`config.mk`:
```
export PLATFORM = sky130hd
export DESIGN_NAME = s3f_back_flat
export DESIGN_NICKNAME = d
export VERILOG_FILES = /design/src/rtl/s3f_pkg.sv /design/src/rtl/s3f_out_if.sv /design/src/rtl/s3f_back.sv /design/src/flat_wrapper.sv
export SDC_FILE = /design/constraint.sdc
export NUM_CORES = 1
export LEC_CHECK = 0
export BUFFER_PORTS_ARGS = -buffer_cell sky130_fd_sc_hd__buf_2
export CORE_ASPECT_RATIO = 1.1
export CORE_UTILIZATION = 45
export DETAILED_ROUTE_END_ITERATION = 10
export GPL_TIMING_DRIVEN = 0
export PLACE_DENSITY = 0.62
export SLEW_MARGIN = 25
export SYNTH_ARGS = -nofsm -noshare
export SYNTH_HDL_FRONTEND = slang
export SYNTH_SLANG_ARGS = --single-unit
```
`constraint.sdc`:
```
create_clock -name clk -period 9.8 [get_ports clk]
set_clock_uncertainty 0.2 [all_clocks]
set_input_delay 1.96 -clock clk [delete_from_list [all_inputs] [get_ports clk]]
set_output_delay 1.96 -clock clk [all_outputs]
set_load 0.03 [all_outputs]
```
`src/rtl/s3f_pkg.sv`:
```
// ----------------------------------------------------------------------------
// s3f_pkg
// Shared types and constants for the selectable 3x3 image filter.
// ----------------------------------------------------------------------------
`default_nettype none

package s3f_pkg;

  localparam int MAX_ROW_PIXELS_DEF = 1024;

  localparam int PIX_W      = 8;
  localparam int CFG_IDX_W  = 2;
  localparam int CFG_DATA_W = 16;
  localparam int Q_DEPTH    = 4;

  // register indexes on the configuration port
  localparam logic [CFG_IDX_W-1:0] REG_FILTER_MODE     = 2'd0;
  localparam logic [CFG_IDX_W-1:0] REG_THRESHOLD_LEVEL = 2'd1;
  localparam logic [CFG_IDX_W-1:0] REG_ROW_WIDTH       = 2'd2;
  localparam logic [CFG_IDX_W-1:0] REG_FRAME_HEIGHT    = 2'd3;

  // filter modes; anything not listed passes the pixel
  localparam logic [2:0] MODE_SOBEL     = 3'd2;
  localparam logic [2:0] MODE_THRESHOLD = 3'd3;
  localparam logic [2:0] MODE_GAUSSIAN  = 3'd4;
  localparam logic [2:0] MODE_NEGATIVE  = 3'd5;
  localparam logic [2:0] MODE_SHARPEN   = 3'd6;

  localparam logic [2:0]  FILTER_MODE_RST  = 3'd0;
  localparam logic [7:0]  THRESHOLD_RST    = 8'd0;
  localparam logic [10:0] ROW_WIDTH_RST    = 11'd640;
  localparam logic [15:0] FRAME_HEIGHT_RST = 16'd480;

  localparam logic [7:0] PIX_MAX = 8'd255;

  typedef struct packed {
    logic [2:0]  filter_mode;
    logic [7:0]  threshold_level;
    logic [10:0] row_width;
    logic [15:0] frame_height;
  } cfg_t;

  // one classified pixel on its way from front to back
  typedef struct packed {
    logic [PIX_W-1:0] px;
    logic [PIX_W-1:0] line0;   // two rows up
    logic [PIX_W-1:0] line1;   // one row up
    logic             win_ok;  // full 3x3 neighbourhood available
    logic             row_last;
  } item_t;

endpackage

`default_nettype wire

```
`src/rtl/s3f_out_if.sv`:
```
// ----------------------------------------------------------------------------
// s3f_out_if
// Result channel: valid/ready with filtered pixel and row-last mark per beat.
// ----------------------------------------------------------------------------
`default_nettype none

interface s3f_out_if;
  logic       valid;
  logic       ready;
  logic [7:0] pixel_out;
  logic       row_last;

  modport source (output valid, output pixel_out, output row_last, input ready);
  modport sink   (input valid, input pixel_out, input row_last, output ready);
endinterface

`default_nettype wire

```
`src/rtl/s3f_back.sv`:
```
// ----------------------------------------------------------------------------
// s3f_back
// 3x3 window, filter arithmetic and output register.
// ----------------------------------------------------------------------------
`default_nettype none

module s3f_back
  import s3f_pkg::*;
(
  input  wire logic  clk,
  input  wire logic  rst_n,
  input  wire cfg_t  cfg,
  input  wire item_t q_item,
  input  wire logic  q_valid,
  output logic       q_pop,
  s3f_out_if.source  out_ch
);

  logic [7:0]  win_r [3][3];
  logic [7:0]  nw    [3][3];

  logic [10:0] gx_p, gx_n, gy_p, gy_n, ax, ay;
  logic [11:0] sob_sum, gau_sum;
  logic [10:0] shp_pos, shp_neg, shp_diff;
  logic [7:0]  sobel_px, gauss_px, sharp_px, res;

  logic        out_valid_r;
  logic [7:0]  pixel_out_r;
  logic        row_last_r;

  assign q_pop = q_valid && (!out_valid_r || out_ch.ready);

  // window as it stands once this pixel has been shifted in
  always_comb begin
    for (int i = 0; i < 3; i++) begin
      nw[i][0] = win_r[i][1];
      nw[i][1] = win_r[i][2];
    end
    nw[0][2] = q_item.line0;
    nw[1][2] = q_item.line1;
    nw[2][2] = q_item.px;
  end

  always_comb begin
    gx_p = {3'b0, nw[0][2]} + {2'b0, nw[1][2], 1'b0} + {3'b0, nw[2][2]};
    gx_n = {3'b0, nw[0][0]} + {2'b0, nw[1][0], 1'b0} + {3'b0, nw[2][0]};
    gy_p = {3'b0, nw[2][0]} + {2'b0, nw[2][1], 1'b0} + {3'b0, nw[2][2]};
    gy_n = {3'b0, nw[0][0]} + {2'b0, nw[0][1], 1'b0} + {3'b0, nw[0][2]};
    ax   = (gx_p >= gx_n) ? gx_p - gx_n : gx_n - gx_p;
    ay   = (gy_p >= gy_n) ? gy_p - gy_n : gy_n - gy_p;
    sob_sum  = {1'b0, ax} + {1'b0, ay};
    sobel_px = (sob_sum > 12'd255) ? PIX_MAX : sob_sum[7:0];

    gau_sum = {4'b0, nw[0][0]} + {3'b0, nw[0][1], 1'b0} + {4'b0, nw[0][2]}
            + {3'b0, nw[1][0], 1'b0} + {2'b0, nw[1][1], 2'b0} + {3'b0, nw[1][2], 1'b0}
            + {4'b0, nw[2][0]} + {3'b0, nw[2][1], 1'b0} + {4'b0, nw[2][2]};
    gauss_px = gau_sum[11:4];

    shp_pos = {1'b0, nw[1][1], 2'b0} + {3'b0, nw[1][1]};
    shp_neg = {3'b0, nw[0][1]} + {3'b0, nw[1][0]} + {3'b0, nw[1][2]} + {3'b0, nw[2][1]};
    shp_diff = shp_pos - shp_neg;
    if (shp_neg > shp_pos) begin
      sharp_px = 8'd0;
    end else if (shp_diff > 11'd255) begin
      sharp_px = PIX_MAX;
    end else begin
      sharp_px = shp_diff[7:0];
    end
  end

  always_comb begin
    case (cfg.filter_mode)
      MODE_SOBEL:     res = q_item.win_ok ? sobel_px : 8'd0;
      MODE_THRESHOLD: res = (q_item.px > cfg.threshold_level) ? PIX_MAX : 8'd0;
      MODE_GAUSSIAN:  res = q_item.win_ok ? gauss_px : q_item.px;
      MODE_NEGATIVE:  res = PIX_MAX - q_item.px;
      MODE_SHARPEN:   res = q_item.win_ok ? sharp_px : q_item.px;
      default:        res = q_item.px;
    endcase
  end

  always_ff @(posedge clk) begin
    if (q_pop) begin
      for (int i = 0; i < 3; i++) begin
        for (int j = 0; j < 3; j++) begin
          win_r[i][j] <= nw[i][j];
        end
      end
      pixel_out_r <= res;
      row_last_r  <= q_item.row_last;
    end
  end

  always_ff @(posedge clk) begin
    if (!rst_n) begin
      out_valid_r <= 1'b0;
    end else if (q_pop) begin
      out_valid_r <= 1'b1;
    end else if (out_ch.ready) begin
      out_valid_r <= 1'b0;
    end
  end

  assign out_ch.valid     = out_valid_r;
  assign out_ch.pixel_out = pixel_out_r;
  assign out_ch.row_last  = row_last_r;

endmodule

`default_nettype wire

```
`src/flat_wrapper.sv`:
```
// flat-port wrapper written by rule: the top's interface ports become plain ports
module s3f_back_flat import s3f_pkg::*;
  (clk, rst_n, cfg, q_item, q_valid, q_pop, out_ch_valid, out_ch_pixel_out, out_ch_row_last, out_ch_ready);
  s3f_out_if out_ch_i ();
  input  wire logic clk;
  input  wire logic rst_n;
  input  wire cfg_t cfg;
  input  wire item_t q_item;
  input  wire logic q_valid;
  output logic q_pop;
  output wire logic [$bits(out_ch_i.valid)-1:0] out_ch_valid;
  output wire logic [$bits(out_ch_i.pixel_out)-1:0] out_ch_pixel_out;
  output wire logic [$bits(out_ch_i.row_last)-1:0] out_ch_row_last;
  input wire logic [$bits(out_ch_i.ready)-1:0] out_ch_ready;
  assign out_ch_valid = out_ch_i.valid;
  assign out_ch_pixel_out = out_ch_i.pixel_out;
  assign out_ch_row_last = out_ch_i.row_last;
  assign out_ch_i.ready = out_ch_ready;
  s3f_back u_core (.clk(clk), .rst_n(rst_n), .cfg(cfg), .q_item(q_item), .q_valid(q_valid), .q_pop(q_pop), .out_ch(out_ch_i));
endmodule
```
==> flow_summary.ini <==
[cts]
clock_latency_ps = 340
cts.clk_slew.worst_paths_ps = 60
cts_setup_buffers = 0
cts_buffers = 9
cts_max_level = 3
cts_root_buf = clkbuf_16
cts_tree = done
hold_buffers = 0
clock_path_buffers = 2
cts.sinks = 58
postCtsResizedCells = 0

[routing]
via_per_inst = 5.48
drt-initial-drc-count = 438
via_count = 8301
wl_per_cell_microns = 18.0
drc = 0
wirelength_mm = 27.3
firstDrtPassIters = 4
ant_nets = 0

[sta]
max_freq_mhz = 110
finalWorstSetupSlack_ps = 703
rsz0062_at_grt = no
setup_tns_ps = 0
fin_crit_ps = 9100
min_period_over_period_pct = 92.8
slew_violations = 0
setup_viol = 0
finalHoldViolations = 0
slew_headroom_pct = 42.0
tightest_slew_ps = 857

[finish]
layoutNonFillerInstCount = 1515
area_delta_synth_final_pct = 9.37
n_antenna_cell = 0
finalNetCount = 1524
final_core_util_pct = 50.7
drive_gt1_share_pct = 8.69

[status]
outcome = finished clean

[critical_path]
r2r-start = u_core.win_r[1][8]$_DFFE_PP_
worst-setup-path-type = input pin to flop
startpoint_type = input pin
critPathMaxStageDelay_ps = 520
critPathCaptureType = flop
worstRegToRegCells = 31
endpoint = u_core.out_ch.pixel_out[4]$_DFFE_PP_
slowest_stage = fa_1
critPathArrivalTime_ps = 8990
cp-startpoint = q_item[2]
r2r_setup_slack_ps = 2020
path_max_fanout = 10
critPathRequiredTime_ps = 9700
cpMostUsedCell = o21ai_0
r2r-end = u_core.out_ch.pixel_out[4]$_DFFE_PP_

[hold_path]
hold_class = flop to flop
whs_path_depth = 0

[placed_design]
gp_congestion = 0.913
dpl.cell_count = 1499
hpwl_mm = 23.1
dp_slack_ps = 546
portBuffers = 50

[floorplan]
die_w_microns = 147
pin_count = 79
core_sq_um = 22300
initial_core_util_pct = 46.4
row_count = 57
fp.dieArea_sq_um = 23600
die_h_microns = 161

[synth]
syn_avg_cell_area_sq_um = 8.99
ys_types = 75
synth_common_cells = 202 x inv_1, 169 x ha_1, 87 x a21oi_1
syn_area_sq_um = 10400
ys_ff_latch = 58
synthFlopType = edfxtp_1
synthCells = 1152
synth_nets = 1461
synth_edf_count = 57
synth-seq-area-share_pct = 16.7
synth.area.top_cells = ha_1 20%, edfxtp_1 17%, fa_1 14%
yosys_warnings = 0
synth_area_leader_cell = ha_1
synth.top_cell.area_share_pct = 20.4
yosysMostFrequentCell = inv_1
async_reset_ff_share_pct = 0

[global_route]
grt-ovfl-total = 0
grt_use_total_pct = 24.0
antenna_found_initial = 0
grt_max_degree = 25
grt_pass1_wl_mm = 43.6
grt_pass1_vias = 8278

[job]
max-cap-violations = 0
==> per-layer routing <==
| layer | GRT usage, % | wire length, microns |
|---|---|---|
| met3 | 2.77 | 1180 |
| met2 | 42.6 | 13200 |
| met1 | 30.9 | 12500 |
| met5 | 0 | 0 |
| met4 | 5.87 | 501 |
==> cell usage in the layout, fill, tap and decap left out, types with 4 or more instances in the layout <==
cell | netlist | layout
o21ai_0 | 62 | 62
o22ai_1 | 7 | 7
nand3_1 | 14 | 14
mux2i_1 | 15 | 15
a21oi_1 | 87 | 87
nor2b_1 | 20 | 19
inv_1 | 202 | 202
nor2_1 | 51 | 51
or2_2 | 10 | 10
o211ai_1 | 5 | 5
a21boi_0 | 6 | 6
a31o_2 | 5 | 5
edfxtp_1 | 57 | 57
a211oi_1 | 10 | 10
nand2_1 | 38 | 38
nand3b_1 | 8 | 8
clkbuf_1 | 9 | 9
buf_2 | 4 | 54
nor3_1 | 10 | 10
a21o_1 | 50 | 50
o21bai_1 | 13 | 13
a31oi_1 | 15 | 15
fa_1 | 72 | 72
o21a_1 | 14 | 14
ha_1 | 169 | 169
nand2b_1 | 9 | 9
a41oi_1 | 4 | 4
and3_1 | 9 | 9
xnor2_1 | 69 | 69
clkbuf_16 | 0 | 9
clkinvlp_4 | 0 | 4
xor2_1 | 31 | 31
==> worst max-delay path: cells and delay by family <==
family / cells / cell delay [ps]
adders and majority gates: 5 / 1720
muxes: 1 / 400
and+or+nand+nor: 1 / 140
xor gates and xnor gates: 2 / 440
buffers and inverters: 5 / 630
AOI/OAI and AO/OA: 15 / 3700
==> state kept, by name, indices dropped and copies added, names as in the netlist <==
signal / flops
u_core.out_ch.pixel_out: 8
u_core.out_ch.row_last: 1
u_core.out_ch.valid: 1
u_core.win_r: 48
==> through the flow <==
stage	instance area, sq um	hold slack (ps)
2_1_floorplan	10400	257
3_3_place_gp	11000	284
3_5_place_dp	11000	288
4_1_cts	11300	313
5_1_grt	11300	330
6_report	11300	317
==> worst min-delay path by stage <==
stage	to	startpoint	slack (ps)
after floorplan	u_core.win_r[1][8]$_DFFE_PP_	u_core.win_r[1][0]$_DFFE_PP_	260
after global placement	u_core.win_r[1][8]$_DFFE_PP_	u_core.win_r[1][0]$_DFFE_PP_	280
after detailed placement	u_core.win_r[2][8]$_DFFE_PP_	u_core.win_r[2][0]$_DFFE_PP_	290
after CTS	u_core.win_r[2][8]$_DFFE_PP_	u_core.win_r[2][0]$_DFFE_PP_	310
after global routing	u_core.win_r[1][8]$_DFFE_PP_	u_core.win_r[1][0]$_DFFE_PP_	330
final	u_core.win_r[1][8]$_DFFE_PP_	u_core.win_r[1][0]$_DFFE_PP_	320
==> logic make-up after synthesis <==
kind of cell    Yosys count  synth area share (%)
buf+inv                 218                  8.13
compound gates          326                  20.8
xor+xnor                101                  8.62
flops                    58                  16.7
fa+ha+maj               241                  34.3
mux                      20                  2.05
simple gates            188                  9.34
==> layout make-up <==
cell class              instances  area [sq um]
plain buffers                  16          83.8
clock buffers                   9           225
clock inverters                 7          70.1
fillers                      2149         11000
inverters                     202           758
multi-input cells             876          7790
flip-flops and latches         58          1730
well taps                     295           369
repair buffers                 52           298
Power is not shown: default switching activity piles up to over one toggle a cycle in this logic, so the estimate is an artifact.
