[src/rtl/s3f_pkg.sv]
// ----------------------------------------------------------------------------
// s3f_pkg
// Shared types and constants for the selectable 3x3 image filter.
// ----------------------------------------------------------------------------
`default_nettype none

package s3f_pkg;

  localparam int MAX_ROW_PIXELS_DEF = 1024;

  localparam int PIX_W      = 8;
  localparam int CFG_IDX_W  = 2;
  localparam int CFG_DATA_W = 16;
  localparam int Q_DEPTH    = 4;

  // register indexes on the configuration port
  localparam logic [CFG_IDX_W-1:0] REG_FILTER_MODE     = 2'd0;
  localparam logic [CFG_IDX_W-1:0] REG_THRESHOLD_LEVEL = 2'd1;
  localparam logic [CFG_IDX_W-1:0] REG_ROW_WIDTH       = 2'd2;
  localparam logic [CFG_IDX_W-1:0] REG_FRAME_HEIGHT    = 2'd3;

  // filter modes; anything not listed passes the pixel
  localparam logic [2:0] MODE_SOBEL     = 3'd2;
  localparam logic [2:0] MODE_THRESHOLD = 3'd3;
  localparam logic [2:0] MODE_GAUSSIAN  = 3'd4;
  localparam logic [2:0] MODE_NEGATIVE  = 3'd5;
  localparam logic [2:0] MODE_SHARPEN   = 3'd6;

  localparam logic [2:0]  FILTER_MODE_RST  = 3'd0;
  localparam logic [7:0]  THRESHOLD_RST    = 8'd0;
  localparam logic [10:0] ROW_WIDTH_RST    = 11'd640;
  localparam logic [15:0] FRAME_HEIGHT_RST = 16'd480;

  localparam logic [7:0] PIX_MAX = 8'd255;

  typedef struct packed {
    logic [2:0]  filter_mode;
    logic [7:0]  threshold_level;
    logic [10:0] row_width;
    logic [15:0] frame_height;
  } cfg_t;

  // one classified pixel on its way from front to back
  typedef struct packed {
    logic [PIX_W-1:0] px;
    logic [PIX_W-1:0] line0;   // two rows up
    logic [PIX_W-1:0] line1;   // one row up
    logic             win_ok;  // full 3x3 neighbourhood available
    logic             row_last;
  } item_t;

endpackage

`default_nettype wire

[src/rtl/s3f_queue.sv]
// ----------------------------------------------------------------------------
// s3f_queue
// Short FIFO between front and back so either side can stall alone.
// ----------------------------------------------------------------------------
`default_nettype none

module s3f_queue
  import s3f_pkg::*;
(
  input  wire logic  clk,
  input  wire logic  rst_n,
  input  wire item_t push_item,
  input  wire logic  push,
  output logic       push_ready,
  output item_t      pop_item,
  output logic       pop_valid,
  input  wire logic  pop
);

  localparam int PW = $clog2(Q_DEPTH);
  localparam int NW = $clog2(Q_DEPTH + 1);

  item_t         slots [Q_DEPTH];
  logic [PW-1:0] wr_ptr_r, rd_ptr_r;
  logic [NW-1:0] count_r;

  assign push_ready = (count_r != NW'(Q_DEPTH));
  assign pop_valid  = (count_r != '0);
  assign pop_item   = slots[rd_ptr_r];

  always_ff @(posedge clk) begin
    if (!rst_n) begin
      wr_ptr_r <= '0;
      rd_ptr_r <= '0;
      count_r  <= '0;
    end else begin
      if (push) begin
        wr_ptr_r <= (wr_ptr_r == PW'(Q_DEPTH - 1)) ? '0 : wr_ptr_r + PW'(1);
      end
      if (pop) begin
        rd_ptr_r <= (rd_ptr_r == PW'(Q_DEPTH - 1)) ? '0 : rd_ptr_r + PW'(1);
      end
      if (push && !pop) begin
        count_r <= count_r + NW'(1);
      end else if (pop && !push) begin
        count_r <= count_r - NW'(1);
      end
    end
  end

  always_ff @(posedge clk) begin
    if (push) begin
      slots[wr_ptr_r] <= push_item;
    end
  end

endmodule

`default_nettype wire

[config.mk]
export PLATFORM = sky130hd
export DESIGN_NAME = s3f_queue
export DESIGN_NICKNAME = d
export VERILOG_FILES = /design/src/rtl/s3f_pkg.sv /design/src/rtl/s3f_queue.sv
export SDC_FILE = /design/constraint.sdc
export NUM_CORES = 1
export LEC_CHECK = 0
export ABC_AREA = 0
export BUFFER_PORTS_ARGS = -buffer_cell sky130_fd_sc_hd__buf_2
export CAP_MARGIN = 20
export CELL_PAD_IN_SITES_DETAIL_PLACEMENT = 1
export CELL_PAD_IN_SITES_GLOBAL_PLACEMENT = 1
export CORE_UTILIZATION = 49
export DETAILED_ROUTE_END_ITERATION = 12
export HOLD_SLACK_MARGIN = 0.12
export PLACE_DENSITY_LB_ADDON = 0.15
export SYNTH_ARGS = -nofsm -noshare
export SYNTH_HDL_FRONTEND = slang
export SYNTH_SLANG_ARGS = --single-unit
export TNS_END_PERCENT = 100
[constraint.sdc]
create_clock -name clk -period 2.03 [get_ports clk]
set_clock_uncertainty 0.2 [all_clocks]
set_input_delay 0.406 -clock clk [delete_from_list [all_inputs] [get_ports clk]]
set_output_delay 0.406 -clock clk [all_outputs]
set_load 0.03 [all_outputs]
==> results of run 1 <==
==> routing by layer <==
| layer | vias up | part of all wire |
|---|---|---|
| li1 | 974 | - |
| met1 | 1125 | 0.41 |
| met2 | 73 | 0.53 |
| met3 | 10 | 0.043 |
| met4 | 0 | 0.012 |
| met5 | - | 0 |
==> flip-flops by register name (all words and copies together) (netlist names), named ones only <==
name,count
slots,104
count_r,3
rd_ptr_r,2
wr_ptr_r,2
==> area by class of cell <==
type	instances	area [um^2]	area share
Timing Repair Buffer	100	911	0.156
Multi-Input combinational cell	58	855	0.146
Inverter	4	15.0	0.00257
Sequential cell	113	3310	0.566
Antenna cell	1	2.50	0.000428
Clock inverter	10	159	0.0272
Tap cell	105	131	0.0225
Clock buffer	22	463	0.0792
==> path summary, 6_finish.rpt <==
path,from,end,slack [ps]
max,flip-flop,pop_item[10],-340
max reg2reg,count_r[0]$_SDFFE_PN0P_,count_r[2]$_SDFFE_PN0P_,370
min reg2reg,count_r[2]$_SDFFE_PN0P_,count_r[2]$_SDFFE_PN0P_,320
min,pop,flip-flop,140
==> metrics by stage <==
step                worst slack, ps  area (um^2)
global route                   -417         5840
floorplan                       145         4260
CTS                            -414         5850
detailed placement            -39.0         4770
finish                         -343         5850
global placement               13.1         4770
==> repair_timing <==
action	in CTS	in global routing
pin swaps	0	0
buffers inserted	1	0
hold buffers	27	0
resized for setup	57	9
cloned	1	0
setup endpoints to repair	27	27
endpoints found under the hold margin	113	0
==> cells in the mapped netlist <==
master and n:
a21boi_0 1, and2_1 5, buf_12 2, buf_2 2
buf_6 1, clkbuf_2 1, dfxtp_1 9, edfxtp_1 104
fa_1 1, ha_1 6, inv_1 4, mux2i_1 4
mux4_1 6, mux4_2 20, nand2_1 1, nor2_1 2
nor2b_1 5, nor3_1 1, o21a_1 1, o21ai_0 1
or3_1 2, xnor2_1 1, xor2_1 1
==> power by group through the flow <==
| stage | Combinational [mW] | Sequential [mW] | Clock (mW) |
|---|---|---|---|
| 6_report | 0.791 | 2.72 | 3.09 |
| 5_1_grt | 0.842 | 2.73 | 3.25 |
| 4_1_cts | 0.781 | 2.71 | 3.13 |
| 3_5_place_dp | 0.620 | 2.75 | 0 |
| 3_3_place_gp | 0.608 | 2.75 | 0 |
| 2_1_floorplan | 0.418 | 2.74 | 0 |
==> worst register-to-register path, delay by kind of cell, from the launching register on <==
family	cells	cell delay, ps
xor+xnor	1	150
compound gates	1	170
simple gates	1	290
flops	1	340
fa+ha+maj	1	430
==> cell families after synthesis <==
group / synth area share
DFF: 0.776
muxes: 0.152
and+or+nand+nor: 0.0215
buffers and inverters: 0.0191
adders and majority gates: 0.0223
AOI/OAI and AO/OA: 0.00470
xor gates and xnor gates: 0.00412
==> flow_summary.yaml, run 1 <==
outcome:
  outcome: "complete, but fails checks"
  violations: "setup timing"
setup_path:
  cp_num_buf_inv: 2
  arrival_ps: 1770
  cpPeakStageDelay_ps: 530
  crit_path_end_kind: "output port"
  crit_path_start_kind: "flip-flop"
  slowest_stage: "mux4_2"
  crit_family: "multiplexers"
  path_max_fanout: 7
  reg2reg_depth: 4
  crit_cells: 3
  path_cells: "buf_12, mux4_2, buf_6"
  required_ps: 1420
  critical_path_class: "flip-flop to output port"
floorplan:
  pin_count: 58
  die_w_um: 95.2
  die_h_um: 95.2
  fp.dieArea_um2: 9060
  core_area_um2: 8300
  start_util: 0.513
  core.rowCount: 33
cells_and_area:
  fin_cells: 413
  syn_to_final_growth_pct: 37.3
  layout_common_cells: "edfxtp_1, buf_2, buf_6, dlygate4sd3_1, mux4_2"
  fillerInstances: 652
  final_common_cell: "edfxtp_1"
  final_util: 0.704
  nets: 331
  drive_gt1_frac: 0.430
min_path:
  worstHoldPathType: "input port to flip-flop"
  min_path_cells: 4
yosys:
  ys_seq_area_frac: 0.776
  synth_area_leaders: "edfxtp_1, mux4_2, dfxtp_1"
  yosys_warnings: 0
  synth_top_cell_by_area: "edfxtp_1"
  syn_avg_cell_area_um2: 23.5
  syn_inst: 181
  ys_seq_elements: 113
  ys_types: 23
  syn_nets: 218
  synth_top_area_frac: 0.734
  synth_area_um2: 4260
cts:
  insertion_delay_ps: 510
  cts.sink_count: 113
  clk_pin_slew_ps: 50
  numCtsBuffers: 17
  ctsHtreeMaxLevel: 4
  clockBufferDepth: 2
  cts_root_buffer: "clkbuf_8"
  cts_tree: "done"
grt:
  track_usage: 0.234
  grt_pass1_vias: 2432
  busiest_layer: "met2"
  grtUsageMet1: 0.273
  grt_use_met2: 0.393
  grt_max_degree: 27
  grt-ovfl-total: 0
  use_met3: 0.0837
  antenna_found_initial: 0
  grt_pass1_wl_um: 14100
drt:
  dr.pass1.iters: 4
  routed_via_density: 5.28
  drt-total-wl_um: 9410
  num_vias: 2182
  drt_iter0_markers: 76
  antenna_left: 0
  routedWlPerCell_um: 22.8
  drcViolationCount: 0
placed_design:
  place_hpwl_um: 4760
  gp_congestion: 0.642
  io_buffers: 57
  placed_cells: 352
sta:
  timing.final.crit_share: 1.17
  tns_ps: -8360
  period_minus_slack_ps: 2370
  hold_violations: 0
  fmax_ghz: 0.421
  slew_violations: 0
  whs_ps: 140
  rsz0062_at_grt: "true"
  worstMarginPinSlew_ps: 289
  fin_ws_ps: -343
  slew_headroom: 0.807
  final-setup-viol-count: 26
power:
  seq_power_share: 0.412
  clock_power_share: 0.468
  sw_frac_of_total: 0.223
  p_leak_nw: 2.10
  vdd.ir_drop.worst_mv: 0.722
  combinationalPowerShare: 0.120
  total_power_mw: 6.60
  p_per_area_nw_per_um2: 1130
  p_switching_mw: 1.47
  p_int_mw: 5.13
flow_run:
  maxCapViolations: 0
No activity file was read; power rests on OpenSTA's default activity.
==> run 2: changes to the inputs <==
Settings changed: CORE_ASPECT_RATIO from default to 1.25.
==> flow_summary.yaml, run 2 (synthesized netlist as in run 1, its figures left out) <==
drt:
  drt-total-wl_um: 8220
  num_vias: 2143
  drt_iter0_markers: 80
  routedWlPerCell_um: 20.2
  routed_via_density: 5.28
  drcViolationCount: 0
  antenna_left: 0
  dr.pass1.iters: 4
sta:
  period_minus_slack_ps: 2370
  hold_violations: 0
  timing.final.crit_share: 1.17
  worstMarginPinSlew_ps: 294
  rsz0062_at_grt: "true"
  slew_headroom: 0.804
  tns_ps: -8230
  final-setup-viol-count: 26
  slew_violations: 0
  fmax_ghz: 0.422
  fin_ws_ps: -340
setup_path:
  required_ps: 1420
  critical_path_class: "flip-flop to output port"
  cpPeakStageDelay_ps: 530
  worstReg2RegStart: "wr_ptr_r[0]$_SDFFE_PN0P_"
  path_cells: "buf_12, mux4_2, buf_6"
  r2r_slack_ps: 310
  path_max_fanout: 9
  slowest_stage: "mux4_2"
  crit_family: "multiplexers"
  cp_num_buf_inv: 2
  crit_path_start_kind: "flip-flop"
  crit_path_end_kind: "output port"
  timing.rr.end: "slots[3][11]$_DFFE_PP_"
  arrival_ps: 1760
  reg2reg_depth: 3
grt:
  grt_pass1_vias: 2468
  track_usage: 0.213
  grt-ovfl-total: 0
  grt_pass1_wl_um: 13400
  antenna_found_initial: 0
  grt_max_degree: 27
cts:
  numCtsBuffers: 17
  cts_tree: "done"
  ctsHtreeMaxLevel: 4
  clk_pin_slew_ps: 50
  cts.sink_count: 113
  insertion_delay_ps: 510
  cts_root_buffer: "clkbuf_8"
  clockBufferDepth: 2
power:
  clock_power_share: 0.405
  total_power_mw: 5.89
  combinationalPowerShare: 0.134
  p_switching_mw: 1.38
  seq_power_share: 0.461
  sw_frac_of_total: 0.234
  vdd.ir_drop.worst_mv: 1.12
  p_per_area_nw_per_um2: 1030
  p_leak_nw: 2.05
  p_int_mw: 4.51
cells_and_area:
  fillerInstances: 688
  final_util: 0.685
  final_common_cell: "edfxtp_1"
  top_register: "slots"
  nets: 333
  syn_to_final_growth_pct: 34.1
  diodes: 0
  largest_register_ffs: 104
  multi_input_area_um2: 860
  top_regs: "slots: 104 flops, count_r: 3 flops"
  drive_gt1_frac: 0.414
  seq_area_um2: 3310
  layout_common_cells: "edfxtp_1, buf_2, dlygate4sd3_1, buf_6, mux4_2"
outcome:
  outcome: "complete, but fails checks"
  violations: "setup timing"
placed_design:
  place_hpwl_um: 5060
  gp_congestion: 0.651
  io_buffers: 57
floorplan:
  core.rowCount: 37
  start_util: 0.511
  fp.dieArea_um2: 9070
  die_h_um: 106
  core_area_um2: 8330
  die_w_um: 85.4
  pin_count: 58
min_path:
  min_path_cells: 4
  hold_start: "pop"
  worstHoldPathType: "input port to flip-flop"
flow_run:
  maxCapViolations: 0
-- run 2: tightest hold or removal path: stages --
cell and delay (ps):
buf_2 100, inv_1 70, nor3_1 50, o21a_1 200
-- run 2: worst max path at each step --
stage,start,end,slack (ps),cells past startpoint
after floorplan,pop,count_r[2]$_SDFFE_PN0P_,140,7
after global routing,flip-flop,pop_item[20],-410,3
after detailed placement,pop,count_r[2]$_SDFFE_PN0P_,-60,8
after CTS,flip-flop,pop_item[1],-390,3
final,flip-flop,pop_item[1],-340,3
after global placement,pop,count_r[2]$_SDFFE_PN0P_,9,8
-- run 2: final cells by class --
class,count,area share
flip-flops and latches,113,0.580
repair buffers,102,0.162
multi-input cells,58,0.151
clock buffers,22,0.0758
well taps,97,0.0213
clock inverters,10,0.00789
inverters,4,0.00263
-- run 2: per-stage QoR --
stage	hold WS (ps)	area (um^2)	setup slack, ps	std cells
after floorplan	272	4260	145	181
after global placement	295	4740	9.24	343
after detailed placement	330	4740	-56.3	343
after CTS	148	5690	-392	405
after global routing	189	5710	-412	406
final	172	5710	-340	406
-- run 2: power groups by stage --
| stage | Combinational [mW] | Sequential, mW | Clock, mW |
|---|---|---|---|
| 2_1_floorplan | 0.418 | 2.74 | 0 |
| 3_5_place_dp | 0.618 | 2.75 | 0 |
| 6_report | 0.789 | 2.71 | 2.39 |
| 5_1_grt | 0.844 | 2.72 | 2.54 |
| 4_1_cts | 0.789 | 2.72 | 2.45 |
| 3_3_place_gp | 0.601 | 2.74 | 0 |
-- run 2: per-layer routing --
layer / global-route usage / up-vias / share of wire
met5: 0 / - / 0
met4: 0.0845 / 0 / 0.0089
met3: 0.0753 / 8 / 0.033
met2: 0.357 / 54 / 0.54
met1: 0.252 / 1101 / 0.42
li1: - / 980 / -
-- run 2: timing repair --
item | 4_1_cts | 5_1_grt
resized for setup | 65 | 4
hold buffers | 29 | 0
buffers inserted | 0 | 1
hold endpoints to repair | 113 | 0
pin swaps | 0 | 0
gates cloned | 1 | 0
endpoints found under the setup margin | 27 | 28
==> run 3: changes to the inputs <==
Settings changed: CORE_ASPECT_RATIO 1.25 to 2.
==> flow_summary.yaml, run 3 (synthesized netlist as in run 1, its figures left out) <==
outcome:
  outcome: "complete, but fails checks"
  violations: "setup timing"
flow_run:
  maxCapViolations: 0
drt:
  antenna_left: 0
  drcViolationCount: 0
  routedWlPerCell_um: 23.8
  drt_iter0_markers: 164
  drt-total-wl_um: 9560
  num_vias: 2165
  dr.pass1.iters: 4
  routed_via_density: 5.39
setup_path:
  reg2reg_depth: 4
  crit_path_start_kind: "flip-flop"
  path_max_fanout: 8
  slowest_stage: "mux4_2"
  arrival_ps: 1680
  crit_family: "multiplexers"
  cp_num_buf_inv: 2
  required_ps: 1420
  cpPeakStageDelay_ps: 530
  crit_path_end_kind: "output port"
  path_cells: "buf_12, mux4_2, buf_6"
  crit_cells: 3
  critical_path_class: "flip-flop to output port"
floorplan:
  die_h_um: 134
  core_area_um2: 8350
  start_util: 0.510
  die_w_um: 67.9
  pin_count: 58
  core.rowCount: 47
  fp.dieArea_um2: 9090
cts:
  cts_root_buffer: "clkbuf_16"
  insertion_delay_ps: 410
  cts.sink_count: 113
  clockBufferDepth: 2
  cts_tree: "done"
  clk_pin_slew_ps: 50
  numCtsBuffers: 17
  ctsHtreeMaxLevel: 4
cells_and_area:
  multi_input_area_um2: 850
  nets: 328
  top_register: "slots"
  fillerInstances: 666
  drive_gt1_frac: 0.408
  layout_common_cells: "edfxtp_1, buf_2, dlygate4sd3_1, mux4_2, buf_6"
  largest_register_ffs: 104
  diodes: 0
  top_regs: "slots: 104 flops, count_r: 3 flops"
  syn_to_final_growth_pct: 36.9
  seq_area_um2: 3310
  final_common_cell: "edfxtp_1"
sta:
  period_minus_slack_ps: 2280
  whs_ps: 254
  fmax_ghz: 0.438
  worstMarginPinSlew_ps: 194
  fin_ws_ps: -255
  slew_headroom: 0.867
  hold_violations: 0
  slew_violations: 0
  final-setup-viol-count: 26
  rsz0062_at_grt: "true"
  timing.final.crit_share: 1.13
placed_design:
  io_buffers: 57
  gp_congestion: 0.688
  place_hpwl_um: 4530
power:
  p_per_area_nw_per_um2: 1130
  vdd.ir_drop.worst_mv: 0.772
  p_leak_nw: 2.09
  total_power_mw: 6.57
grt:
  grt_pass1_wl_um: 14200
  track_usage: 0.239
  grt_max_degree: 27
  grt-ovfl-total: 0
  antenna_found_initial: 0
  grt_pass1_vias: 2535
min_path:
  min_path_cells: 4
  worstHoldPathType: "input port to flip-flop"
-- run 3: cell count changes in the layout (fill, tap and decap cells not counted), moves of 2 or more --
cell and delta:
clkinv_1 -2, clkinvlp_4 +3, clkbuf_16 +2, buf_4 -8
buf_12 +5, dlygate4sd3_1 -2, clkinv_2 -3, clkbuf_1 -2
bufinv_16 +4, dfxtp_1 +2
-- run 3: where the power goes --
part / leakage (nW) / total (mW) / internal, mW / switching, mW
clock network: 0.285 / 3.07 / 2.04 / 1.03
logic: 0.771 / 0.787 / 0.376 / 0.411
registers: 1.03 / 2.72 / 2.66 / 0.0543
total: 2.09 / 6.57 / 5.08 / 1.50
-- run 3: layout make-up --
type                       instances  area share
clock buffer                      20      0.0749
clock inverter                    12      0.0283
inverter                           4     0.00258
multi-input combinational         58       0.146
sequential                       113       0.567
tap                               98      0.0210
timing repair buffer              97       0.160
-- run 3: path summary, 6_finish.rpt --
path                       startpoint                      end  slack, ps
max                         flip-flop              pop_item[0]       -250
min                               pop                flip-flop        250
max reg2reg   count_r[0]$_SDFFE_PN0P_  count_r[2]$_SDFFE_PN0P_        170
min reg2reg  rd_ptr_r[1]$_SDFFE_PN0P_                flip-flop        360
-- run 3: what timing repair did --
action / CTS / global route
gates resized for setup: 57 / 4
endpoints found under the hold margin: 109 / 0
setup endpoints to repair: 26 / 26
cloned: 1 / 1
buffers inserted: 1 / 0
hold buffers: 27 / 0
-- run 3: per-stage QoR --
step / std cells / utilization / TNS (ps) / instance area, um^2 / setup slack, ps
2_1_floorplan: 181 / - / 0 / 4260 / 145
3_3_place_gp: 341 / 0.571 / 0 / 4770 / 19.7
3_5_place_dp: 341 / 0.571 / -12.7 / 4770 / -12.7
4_1_cts: 402 / 0.698 / -6810 / 5830 / -317
5_1_grt: 402 / 0.698 / -7360 / 5830 / -303
6_report: 402 / 0.698 / -5980 / 5830 / -255
-- run 3: layer usage --
| layer | track usage | up-vias | wire (um) |
|---|---|---|---|
| met5 | 0 | - | 0 |
| met4 | 0.105 | 0 | 99 |
| met3 | 0.0646 | 6 | 277 |
| met2 | 0.410 | 70 | 5450 |
| met1 | 0.267 | 1120 | 3740 |
| li1 | - | 969 | - |
-- run 3: worst register-to-register path, cell delays in order (launching register included) --
cell      delay (ps)
dfxtp_1          370
fa_1             470
xor2_1           180
or3_1            320
a21boi_0         230
